==> config.mk <==
export PLATFORM = sky130hd
export DESIGN_NAME = epoch_seconds_to_calendar_core_flat
export DESIGN_NICKNAME = d
export VERILOG_FILES = /design/src/design/esc_pkg.sv /design/src/design/esc_ifs.sv /design/src/design/esc_dp.sv /design/src/design/esc_ctrl.sv /design/src/design/epoch_seconds_to_calendar_core.sv /design/src/flat_wrapper.sv
export SDC_FILE = /design/constraint.sdc
export NUM_CORES = 1
export LEC_CHECK = 0
export ABC_CLOCK_PERIOD_IN_PS = 15400
export BUFFER_PORTS_ARGS = -buffer_cell sky130_fd_sc_hd__buf_2
export CAP_MARGIN = 20
export CORE_ASPECT_RATIO = 1.1
export CORE_MARGIN = 3
export CORE_UTILIZATION = 65
export DETAILED_ROUTE_END_ITERATION = 8
export PLACE_DENSITY = 0.9
export RECOVER_POWER = 50
export REMOVE_ABC_BUFFERS = 1
export SYNTH_ARGS = -nofsm -noshare
export SYNTH_HDL_FRONTEND = slang
export SYNTH_HIERARCHICAL = 1
export SYNTH_SLANG_ARGS = --single-unit
export TNS_END_PERCENT = 50
==> constraint.sdc <==
create_clock -name clk -period 15.4 [get_ports clk]
set_input_delay 3.08 -clock clk [delete_from_list [all_inputs] [get_ports clk]]
set_output_delay 3.08 -clock clk [all_outputs]
set_load 0.1 [all_outputs]
==> src/design/esc_pkg.sv <==
// Shared types, constants and functions for the epoch seconds to calendar core.
// No dependencies; every other design file but the assertion macros header imports this package.
package esc_pkg;

  localparam int unsigned EPOCH_W  = 32;
  localparam int unsigned YEAR_W   = 12;
  localparam int unsigned MONTH_W  = 4;
  localparam int unsigned DAY_W    = 5;
  localparam int unsigned HOUR_W   = 5;
  localparam int unsigned MINUTE_W = 6;
  localparam int unsigned SECOND_W = 6;

  // Day count, seconds of day and seconds of hour
  localparam int unsigned DAYS_W = 16;
  localparam int unsigned SOD_W  = 17;
  localparam int unsigned SOH_W  = 12;

  localparam logic [SOD_W-1:0] SECS_PER_DAY  = 17'd86400;
  localparam logic [SOD_W-1:0] SECS_PER_HOUR = 17'd3600;
  localparam logic [SOH_W-1:0] SECS_PER_MIN  = 12'd60;

  // Reciprocals for the constant divisions, after the power-of-two part is shifted out:
  // days = ((t >> 7) * DAY_RECIP) >> 35, hour = ((sod >> 4) * HOUR_RECIP) >> 21,
  // minute = ((soh >> 2) * MIN_RECIP) >> 14, exact over the range each operand can take
  localparam logic [25:0] DAY_RECIP  = 26'd50903317;
  localparam logic [13:0] HOUR_RECIP = 14'd9321;
  localparam logic [10:0] MIN_RECIP  = 11'd1093;

  localparam logic [YEAR_W-1:0]  BASE_YEAR = 12'd1970;
  localparam logic [6:0]         BASE_C100 = 7'd70;
  localparam logic [8:0]         BASE_C400 = 9'd370;
  localparam logic [6:0]         LAST_C100 = 7'd99;
  localparam logic [8:0]         LAST_C400 = 9'd399;
  localparam logic [8:0]         DAYS_PER_YEAR      = 9'd365;
  localparam logic [8:0]         DAYS_PER_LEAP_YEAR = 9'd366;

  localparam logic [MONTH_W-1:0] MONTH_JAN = 4'd1;
  localparam logic [MONTH_W-1:0] MONTH_FEB = 4'd2;
  localparam logic [MONTH_W-1:0] MONTH_DEC = 4'd12;

  typedef enum logic [3:0] {
    ST_IDLE,
    ST_DAY_Q,
    ST_DAY_R,
    ST_HOUR_Q,
    ST_HOUR_R,
    ST_MIN_Q,
    ST_MIN_R,
    ST_YEAR,
    ST_MONTH,
    ST_FINISH
  } esc_state_t;

  // Controller to datapath, one-cycle strobes but for year_step and month_step, which stay high while their walk runs
  typedef struct packed {
    logic take_in;
    logic day_q;
    logic day_r;
    logic hour_q;
    logic hour_r;
    logic min_q;
    logic min_r;
    logic year_step;
    logic month_step;
    logic out_load;
  } esc_cmd_t;

  // Datapath to controller
  typedef struct packed {
    logic year_fit;
    logic month_fit;
    logic out_free;
  } esc_status_t;

  // Length of a month, February grows by one in a leap year
  function automatic logic [DAY_W-1:0] month_days(input logic [MONTH_W-1:0] month,
                                                   input logic leap);
    logic [DAY_W-1:0] d;
    unique case (month)
      MONTH_FEB:               d = leap ? 5'd29 : 5'd28;
      4'd4, 4'd6, 4'd9, 4'd11: d = 5'd30;
      default:                 d = 5'd31;
    endcase
    return d;
  endfunction

endpackage

==> src/design/esc_ifs.sv <==
// Valid/ready channel interfaces for the epoch seconds to calendar core.
// Depends on esc_pkg for field widths.
interface esc_in_if import esc_pkg::*; ();
  logic               valid;
  logic               ready;
  logic [EPOCH_W-1:0] epoch_seconds;

  modport source (output valid, output epoch_seconds, input ready);
  modport sink   (input valid, input epoch_seconds, output ready);
endinterface

interface esc_out_if import esc_pkg::*; ();
  logic                valid;
  logic                ready;
  logic [YEAR_W-1:0]   cal_year;
  logic [MONTH_W-1:0]  cal_month;
  logic [DAY_W-1:0]    cal_day;
  logic [HOUR_W-1:0]   cal_hour;
  logic [MINUTE_W-1:0] cal_minute;
  logic [SECOND_W-1:0] cal_second;

  modport source (output valid, output cal_year, output cal_month, output cal_day,
                  output cal_hour, output cal_minute, output cal_second, input ready);
  modport sink   (input valid, input cal_year, input cal_month, input cal_day,
                  input cal_hour, input cal_minute, input cal_second, output ready);
endinterface

==> src/design/esc_dp.sv <==
// Datapath: reciprocal-multiply time-of-day split, year and month walkers, output register.
// Depends on esc_pkg; driven by esc_ctrl through esc_cmd_t.
module esc_dp import esc_pkg::*; (
  input  logic                clk,
  input  logic                rst,
  input  esc_cmd_t            cmd,
  output esc_status_t         status,
  input  logic [EPOCH_W-1:0]  epoch_seconds,
  input  logic                out_ready,
  output logic                out_valid,
  output logic [YEAR_W-1:0]   cal_year,
  output logic [MONTH_W-1:0]  cal_month,
  output logic [DAY_W-1:0]    cal_day,
  output logic [HOUR_W-1:0]   cal_hour,
  output logic [MINUTE_W-1:0] cal_minute,
  output logic [SECOND_W-1:0] cal_second
);

  logic [EPOCH_W-1:0]  tsec;
  logic [DAYS_W-1:0]   days;
  logic [SOD_W-1:0]    sod;
  logic [SOH_W-1:0]    soh;
  logic [YEAR_W-1:0]   year;
  logic [6:0]          c100;
  logic [8:0]          c400;
  logic [MONTH_W-1:0]  month;
  logic [HOUR_W-1:0]   hr;
  logic [MINUTE_W-1:0] mins;
  logic [SECOND_W-1:0] secs;

  logic [50:0]         day_prod;
  logic [31:0]         day_back;
  logic [31:0]         sod_full;
  logic [25:0]         hour_prod;
  logic [SOD_W-1:0]    hour_back;
  logic [SOD_W-1:0]    soh_full;
  logic [19:0]         min_prod;
  logic [SOH_W-1:0]    min_back;
  logic [SOH_W-1:0]    secs_full;
  logic                leap;
  logic [8:0]          ylen;
  logic [DAY_W-1:0]    mlen;

  // Quotients by reciprocal multiply, remainders by multiply back and subtract
  always_comb begin
    day_prod  = {26'b0, tsec[EPOCH_W-1:7]} * {25'b0, DAY_RECIP};
    day_back  = {16'b0, days} * {15'b0, SECS_PER_DAY};
    sod_full  = tsec - day_back;
    hour_prod = {13'b0, sod[SOD_W-1:4]} * {12'b0, HOUR_RECIP};
    hour_back = {12'b0, hr} * SECS_PER_HOUR;
    soh_full  = sod - hour_back;
    min_prod  = {10'b0, soh[SOH_W-1:2]} * {9'b0, MIN_RECIP};
    min_back  = {6'b0, mins} * SECS_PER_MIN;
    secs_full = soh - min_back;
  end

  // Leap rule from year mod 4 and the running mod 100 / mod 400 counters
  always_comb begin
    leap = (year[1:0] == 2'b00) && ((c100 != '0) || (c400 == '0));
    ylen = leap ? DAYS_PER_LEAP_YEAR : DAYS_PER_YEAR;
    mlen = month_days(month, leap);
  end

  assign status.year_fit  = (days >= {{(DAYS_W-9){1'b0}}, ylen});
  assign status.month_fit = (month != MONTH_DEC) &&
                            (days >= {{(DAYS_W-DAY_W){1'b0}}, mlen});
  assign status.out_free  = !out_valid || out_ready;

  // Working registers
  always_ff @(posedge clk) begin
    if (cmd.take_in) begin
      tsec  <= epoch_seconds;
      year  <= BASE_YEAR;
      c100  <= BASE_C100;
      c400  <= BASE_C400;
      month <= MONTH_JAN;
    end else if (cmd.day_q) begin
      days <= day_prod[50:35];
    end else if (cmd.day_r) begin
      sod <= sod_full[SOD_W-1:0];
    end else if (cmd.hour_q) begin
      hr <= hour_prod[25:21];
    end else if (cmd.hour_r) begin
      soh <= soh_full[SOH_W-1:0];
    end else if (cmd.min_q) begin
      mins <= min_prod[19:14];
    end else if (cmd.min_r) begin
      secs <= secs_full[SECOND_W-1:0];
    end else if (cmd.year_step) begin
      days <= days - {{(DAYS_W-9){1'b0}}, ylen};
      year <= year + 1'b1;
      c100 <= (c100 == LAST_C100) ? '0 : c100 + 1'b1;
      c400 <= (c400 == LAST_C400) ? '0 : c400 + 1'b1;
    end else if (cmd.month_step) begin
      days  <= days - {{(DAYS_W-DAY_W){1'b0}}, mlen};
      month <= month + 1'b1;
    end
  end

  // Output register, holds until the transfer completes
  always_ff @(posedge clk) begin
    if (rst) begin
      out_valid <= 1'b0;
    end else if (cmd.out_load) begin
      out_valid <= 1'b1;
    end else if (out_ready) begin
      out_valid <= 1'b0;
    end
  end

  always_ff @(posedge clk) begin
    if (cmd.out_load) begin
      cal_year   <= year;
      cal_month  <= month;
      cal_day    <= days[DAY_W-1:0] + 1'b1;
      cal_hour   <= hr;
      cal_minute <= mins;
      cal_second <= secs;
    end
  end

endmodule

==> src/design/esc_ctrl.sv <==
// Controller: sequences the time-of-day split, the year walk and the month walk.
// Depends on esc_pkg; commands esc_dp.
module esc_ctrl import esc_pkg::*; (
  input  logic        clk,
  input  logic        rst,
  input  logic        in_valid,
  output logic        in_ready,
  input  esc_status_t status,
  output esc_cmd_t    cmd
);

  esc_state_t state, state_next;

  // State register
  always_ff @(posedge clk) begin
    if (rst) begin
      state <= ST_IDLE;
    end else begin
      state <= state_next;
    end
  end

  // Next state and command strobes
  always_comb begin
    state_next = state;
    cmd        = '0;
    in_ready   = 1'b0;
    unique case (state)
      ST_IDLE: begin
        in_ready = 1'b1;
        if (in_valid) begin
          cmd.take_in = 1'b1;
          state_next  = ST_DAY_Q;
        end
      end
      ST_DAY_Q: begin
        cmd.day_q  = 1'b1;
        state_next = ST_DAY_R;
      end
      ST_DAY_R: begin
        cmd.day_r  = 1'b1;
        state_next = ST_HOUR_Q;
      end
      ST_HOUR_Q: begin
        cmd.hour_q = 1'b1;
        state_next = ST_HOUR_R;
      end
      ST_HOUR_R: begin
        cmd.hour_r = 1'b1;
        state_next = ST_MIN_Q;
      end
      ST_MIN_Q: begin
        cmd.min_q  = 1'b1;
        state_next = ST_MIN_R;
      end
      ST_MIN_R: begin
        cmd.min_r  = 1'b1;
        state_next = ST_YEAR;
      end
      ST_YEAR: begin
        if (status.year_fit) begin
          cmd.year_step = 1'b1;
        end else begin
          state_next = ST_MONTH;
        end
      end
      ST_MONTH: begin
        if (status.month_fit) begin
          cmd.month_step = 1'b1;
        end else begin
          state_next = ST_FINISH;
        end
      end
      ST_FINISH: begin
        // Wait for the output register to free up
        if (status.out_free) begin
          cmd.out_load = 1'b1;
          state_next   = ST_IDLE;
        end
      end
      default: begin
        state_next = ST_IDLE;
      end
    endcase
  end

endmodule

==> src/design/epoch_seconds_to_calendar_core.sv <==
// The input is taken in ST_IDLE; the time-of-day split, then the year walk (one year per cycle)
// and the month walk run before the result is loaded into the output register.
// A new item is taken only after the last one is loaded; the multipliers, year walker and
// month walker serve one item at a time. A finished result waits in the output register
// while the next item is taken. Synchronous active-high rst clears the controller and
// the output valid; no memories to clear.
module epoch_seconds_to_calendar_core import esc_pkg::*; (
  input logic       clk,
  input logic       rst,
  esc_in_if.sink    in_ch,
  esc_out_if.source out_ch
);

  esc_cmd_t    cmd;
  esc_status_t status;

  esc_ctrl u_ctrl (
    .clk      (clk),
    .rst      (rst),
    .in_valid (in_ch.valid),
    .in_ready (in_ch.ready),
    .status   (status),
    .cmd      (cmd)
  );

  esc_dp u_dp (
    .clk           (clk),
    .rst           (rst),
    .cmd           (cmd),
    .status        (status),
    .epoch_seconds (in_ch.epoch_seconds),
    .out_ready     (out_ch.ready),
    .out_valid     (out_ch.valid),
    .cal_year      (out_ch.cal_year),
    .cal_month     (out_ch.cal_month),
    .cal_day       (out_ch.cal_day),
    .cal_hour      (out_ch.cal_hour),
    .cal_minute    (out_ch.cal_minute),
    .cal_second    (out_ch.cal_second)
  );

endmodule

==> src/flat_wrapper.sv <==
// flat-port wrapper written by rule: the top's interface ports become plain ports
module epoch_seconds_to_calendar_core_flat import esc_pkg::*;
  (clk, rst, in_ch_valid, in_ch_epoch_seconds, in_ch_ready, out_ch_valid, out_ch_cal_year, out_ch_cal_month, out_ch_cal_day, out_ch_cal_hour, out_ch_cal_minute, out_ch_cal_second, out_ch_ready);
  esc_in_if in_ch_i ();
  esc_out_if out_ch_i ();
  input logic clk;
  input logic rst;
  input wire logic [$bits(in_ch_i.valid)-1:0] in_ch_valid;
  input wire logic [$bits(in_ch_i.epoch_seconds)-1:0] in_ch_epoch_seconds;
  output wire logic [$bits(in_ch_i.ready)-1:0] in_ch_ready;
  output wire logic [$bits(out_ch_i.valid)-1:0] out_ch_valid;
  output wire logic [$bits(out_ch_i.cal_year)-1:0] out_ch_cal_year;
  output wire logic [$bits(out_ch_i.cal_month)-1:0] out_ch_cal_month;
  output wire logic [$bits(out_ch_i.cal_day)-1:0] out_ch_cal_day;
  output wire logic [$bits(out_ch_i.cal_hour)-1:0] out_ch_cal_hour;
  output wire logic [$bits(out_ch_i.cal_minute)-1:0] out_ch_cal_minute;
  output wire logic [$bits(out_ch_i.cal_second)-1:0] out_ch_cal_second;
  input wire logic [$bits(out_ch_i.ready)-1:0] out_ch_ready;
  assign in_ch_i.valid = in_ch_valid;
  assign in_ch_i.epoch_seconds = in_ch_epoch_seconds;
  assign in_ch_ready = in_ch_i.ready;
  assign out_ch_valid = out_ch_i.valid;
  assign out_ch_cal_year = out_ch_i.cal_year;
  assign out_ch_cal_month = out_ch_i.cal_month;
  assign out_ch_cal_day = out_ch_i.cal_day;
  assign out_ch_cal_hour = out_ch_i.cal_hour;
  assign out_ch_cal_minute = out_ch_i.cal_minute;
  assign out_ch_cal_second = out_ch_i.cal_second;
  assign out_ch_i.ready = out_ch_ready;
  epoch_seconds_to_calendar_core u_core (.clk(clk), .rst(rst), .in_ch(in_ch_i), .out_ch(out_ch_i));
endmodule
==> reports/metrics.cfg <==
[outcome]
status=finished, violations left
violations=max-capacitance violations, max-slew violations

[setup_path]
reg2reg_from=u_core/u_dp/tsec[16]
worstPathMaxFanout=12
worstSetupPathType=flop to flop
critPathMostFrequentCell=fa_1
ff2ff_setup_slack_ns=8.60
critPathArrivalTime_ns=7.00
crit_chain=ha_1 -> inv_1 -> fa_1 -> fa_1 -> inv_1 -> fa_1 -> inv_1 -> fa_1 -> fa_1 -> fa_1 -> inv_1 -> ha_1 -> o21ai_0 -> nor2_1 -> nor3_1 -> o2111ai_1 -> a21oi_2 -> o21ai_4 -> a21oi_4 -> o21ai_0 -> a31o_1
cpPeakStageDelay_ns=0.84
required_ns=15.60
critical-path-top-delay-family=adder cells
cp-start-kind=flop
cp.depth=21
cp-end-kind=flop
startpoint=u_core/u_dp/tsec[16]
cp-endpoint=u_core/u_dp/days[13]
critPathBufInv=4
r2r-end=u_core/u_dp/days[13]
cp_slowest_cell=edfxtp_1
rr_worst_depth=21

[synthesis]
muxShareOfSynthArea=0.00289
synth_adder_area_share=0.504
postSynthAreaPerCell_um2=10.6
yosys_warnings=6
synth_xor_area_frac=0.0446
synth_area_mm2=0.0208
synth_cell_types=68
ys_seq_elements=169
synthFlopType=edfxtp_1
yosys.area_share.simple=0.0634
syn_inst=1962
synth_top_family_by_area=adder cells
yosysSeqAreaShare=0.226
synthArstFlopShare=0
synth_edf_count=132
synth_compound_area_frac=0.0646

[finish]
fin_nets=2783
synthToLayoutAreaGrowth_pct=7.01
final_cell_mix=500 x inv_1, 473 x ha_1, 228 x fa_1
final_common_cell=inv_1
antenna_cells=0
final_layout_size_suffix_gt1_frac=0.0631

[placed_design]
dp_hpwl_um=39400
gp_congestion=1.00
portBuffers=75

[die]
die_area_mm2=0.0342
io_pins=76
rows=68
fp.dieH_um=194
initial_core_util=0.661
die_x_um=177
core_mm2=0.0315

[timing]
fmaxAchievable_mhz=147
final-setup-viol-count=0
clock_skew_ns=0.0158
period_needed_ns=6.80
maxSlewHeadroom=-1.24
hold_violations=0
worst_pin_slew_ns=3.36
tns_ns=0
maxSlewViolCount=95
rsz0062_at_grt=no
layout_worst_path_cycle_share=0.442

[drt]
antenna_left=0
wire_per_inst_um=19.4
vias=14389
routed_wl_um=48200
drc=0
drt-initial-drc-count=889
vias_per_cell=5.80
dr.pass1.iters=7

[job]
cap_violations=2

[hold_path]
hold_class=flop to flop
whs_path_depth=0

[clock_network]
clockBufferDepth=2
htree_levels=4
cts_root_buffer=clkbuf_16
cts_tree=built
cts_hold_buf=0
cts_resized=0
clock-sinks=169
clk-insertion-delay-late_ns=0.45
numCtsBuffers=17
cts_setup_buffers=0
clk_pin_slew_worst_paths_ns=0.07

[global_routing]
antenna_found_initial=0
grt_overflow=0
first_global_vias=15930
grt_usage=0.294
grt_pass1_wl_um=79200
grt_max_degree=65

[how the worst min path moves through the flow]
| stage | to | slack (ns) | from |
|---|---|---|---|
| floorplan | u_core/u_dp/cal_minute[4] | 0.40 | u_core/u_dp/mins[4] |
| detailed placement | u_core/u_dp/cal_second[0] | 0.40 | u_core/u_dp/secs[0] |
| finish | u_core/u_dp/cal_second[0] | 0.42 | u_core/u_dp/secs[0] |
| CTS | u_core/u_dp/cal_second[0] | 0.42 | u_core/u_dp/secs[0] |
| global route | u_core/u_dp/cal_minute[5] | 0.43 | u_core/u_dp/mins[5] |
| global placement | u_core/u_dp/sod[1] | 0.40 | u_core/u_dp/tsec[1] |
[metal layers]
metal  global-route usage  wire [um]
met5                    0          0
met4                0.157       2740
met3               0.0461       2560
met2                0.525      25000
met1                0.335      17800
[cell families after synthesis]
group                    Yosys count
flip-flops                       169
buffers and inverters            516
AND/OR/NAND/NOR                  264
adder cells (fa/ha/maj)          701
multiplexers                       6
AO/OA/AOI/OAI                    200
XOR/XNOR                         106
[worst reg2reg max path, cell delays in order, from the launching register on]
cell	delay (ns)
edfxtp_1	0.84
ha_1	0.32
inv_1	0.08
fa_1	0.50
fa_1	0.52
inv_1	0.05
fa_1	0.50
inv_1	0.05
fa_1	0.46
fa_1	0.51
fa_1	0.56
inv_1	0.06
ha_1	0.33
o21ai_0	0.23
nor2_1	0.06
nor3_1	0.21
o2111ai_1	0.17
a21oi_2	0.34
o21ai_4	0.14
a21oi_4	0.27
o21ai_0	0.13
a31o_1	0.23
[layout make-up]
type / count / area, um2
repair buffers: 81 / 408
clock inverters: 15 / 171
well taps: 420 / 526
inverters: 500 / 1880
multi-input cells: 1277 / 14100
flip-flops and latches: 169 / 4700
clock buffers: 17 / 425
fillers: 2084 / 9230
[synth_stat cells (3+ instances only)]
master / instances / area, um2
a211o_1: 4 / 35.0
a211oi_1: 4 / 30.0
a211oi_2: 3 / 37.5
a21o_1: 19 / 143
a21oi_1: 72 / 360
a21oi_2: 4 / 35.0
a31oi_1: 3 / 18.8
and2_1: 7 / 43.8
and3_1: 14 / 87.6
buf_2: 3 / 15.0
clkbuf_1: 10 / 37.5
dfxtp_1: 37 / 741
edfxtp_1: 132 / 3960
fa_1: 228 / 4560
ha_1: 473 / 5920
inv_1: 500 / 1880
mux2i_1: 6 / 60.1
nand2_1: 61 / 229
nand2b_1: 12 / 75.1
nand3_1: 19 / 95.1
nand4_1: 26 / 163
nor2_1: 69 / 259
nor2b_1: 7 / 43.8
nor3_1: 22 / 110
nor3b_1: 5 / 37.5
nor4_1: 8 / 50.1
o2111ai_1: 4 / 35.0
o211a_1: 4 / 40.0
o211ai_1: 7 / 52.6
o21a_1: 5 / 37.5
o21ai_0: 32 / 160
o21bai_1: 12 / 90.1
o22ai_1: 3 / 18.8
o31ai_1: 3 / 22.5
xnor2_1: 67 / 587
xor2_1: 39 / 342
[stage by stage]
stage,instance area (um2),instances,utilization,worst slack [ns],hold slack (ns)
global placement,21700,2446,0.688,8.93,0.402
CTS,22300,2478,0.707,8.74,0.421
global route,22300,2479,0.707,8.42,0.429
finish,22300,2479,0.707,8.60,0.420
floorplan,20700,1946,-,8.96,0.400
detailed placement,21700,2446,0.688,8.77,0.405
[registers in the layout, summed over array words and instances, names as in the netlist]
register	flops
u_core/u_dp/cal_year	12
u_core/u_dp/c100	7
u_core/u_dp/tsec	32
u_core/u_dp/secs	6
u_core/u_dp/cal_month	4
u_core/u_dp/sod	17
u_core/u_dp/mins	6
u_core/u_dp/cal_second	6
u_core/u_dp/days	16
u_core/u_dp/soh	12
u_core/u_dp/year	12
u_core/u_dp/out_valid	1
u_core/u_dp/month	4
u_core/u_dp/cal_hour	5
u_core/u_dp/hr	5
u_core/u_dp/c400	9
u_core/u_dp/cal_minute	6
u_core/u_ctrl/state	4
u_core/u_dp/cal_day	5
Power is not shown: default switching activity piles up to over one toggle a cycle in this logic, so the estimate is an artifact.
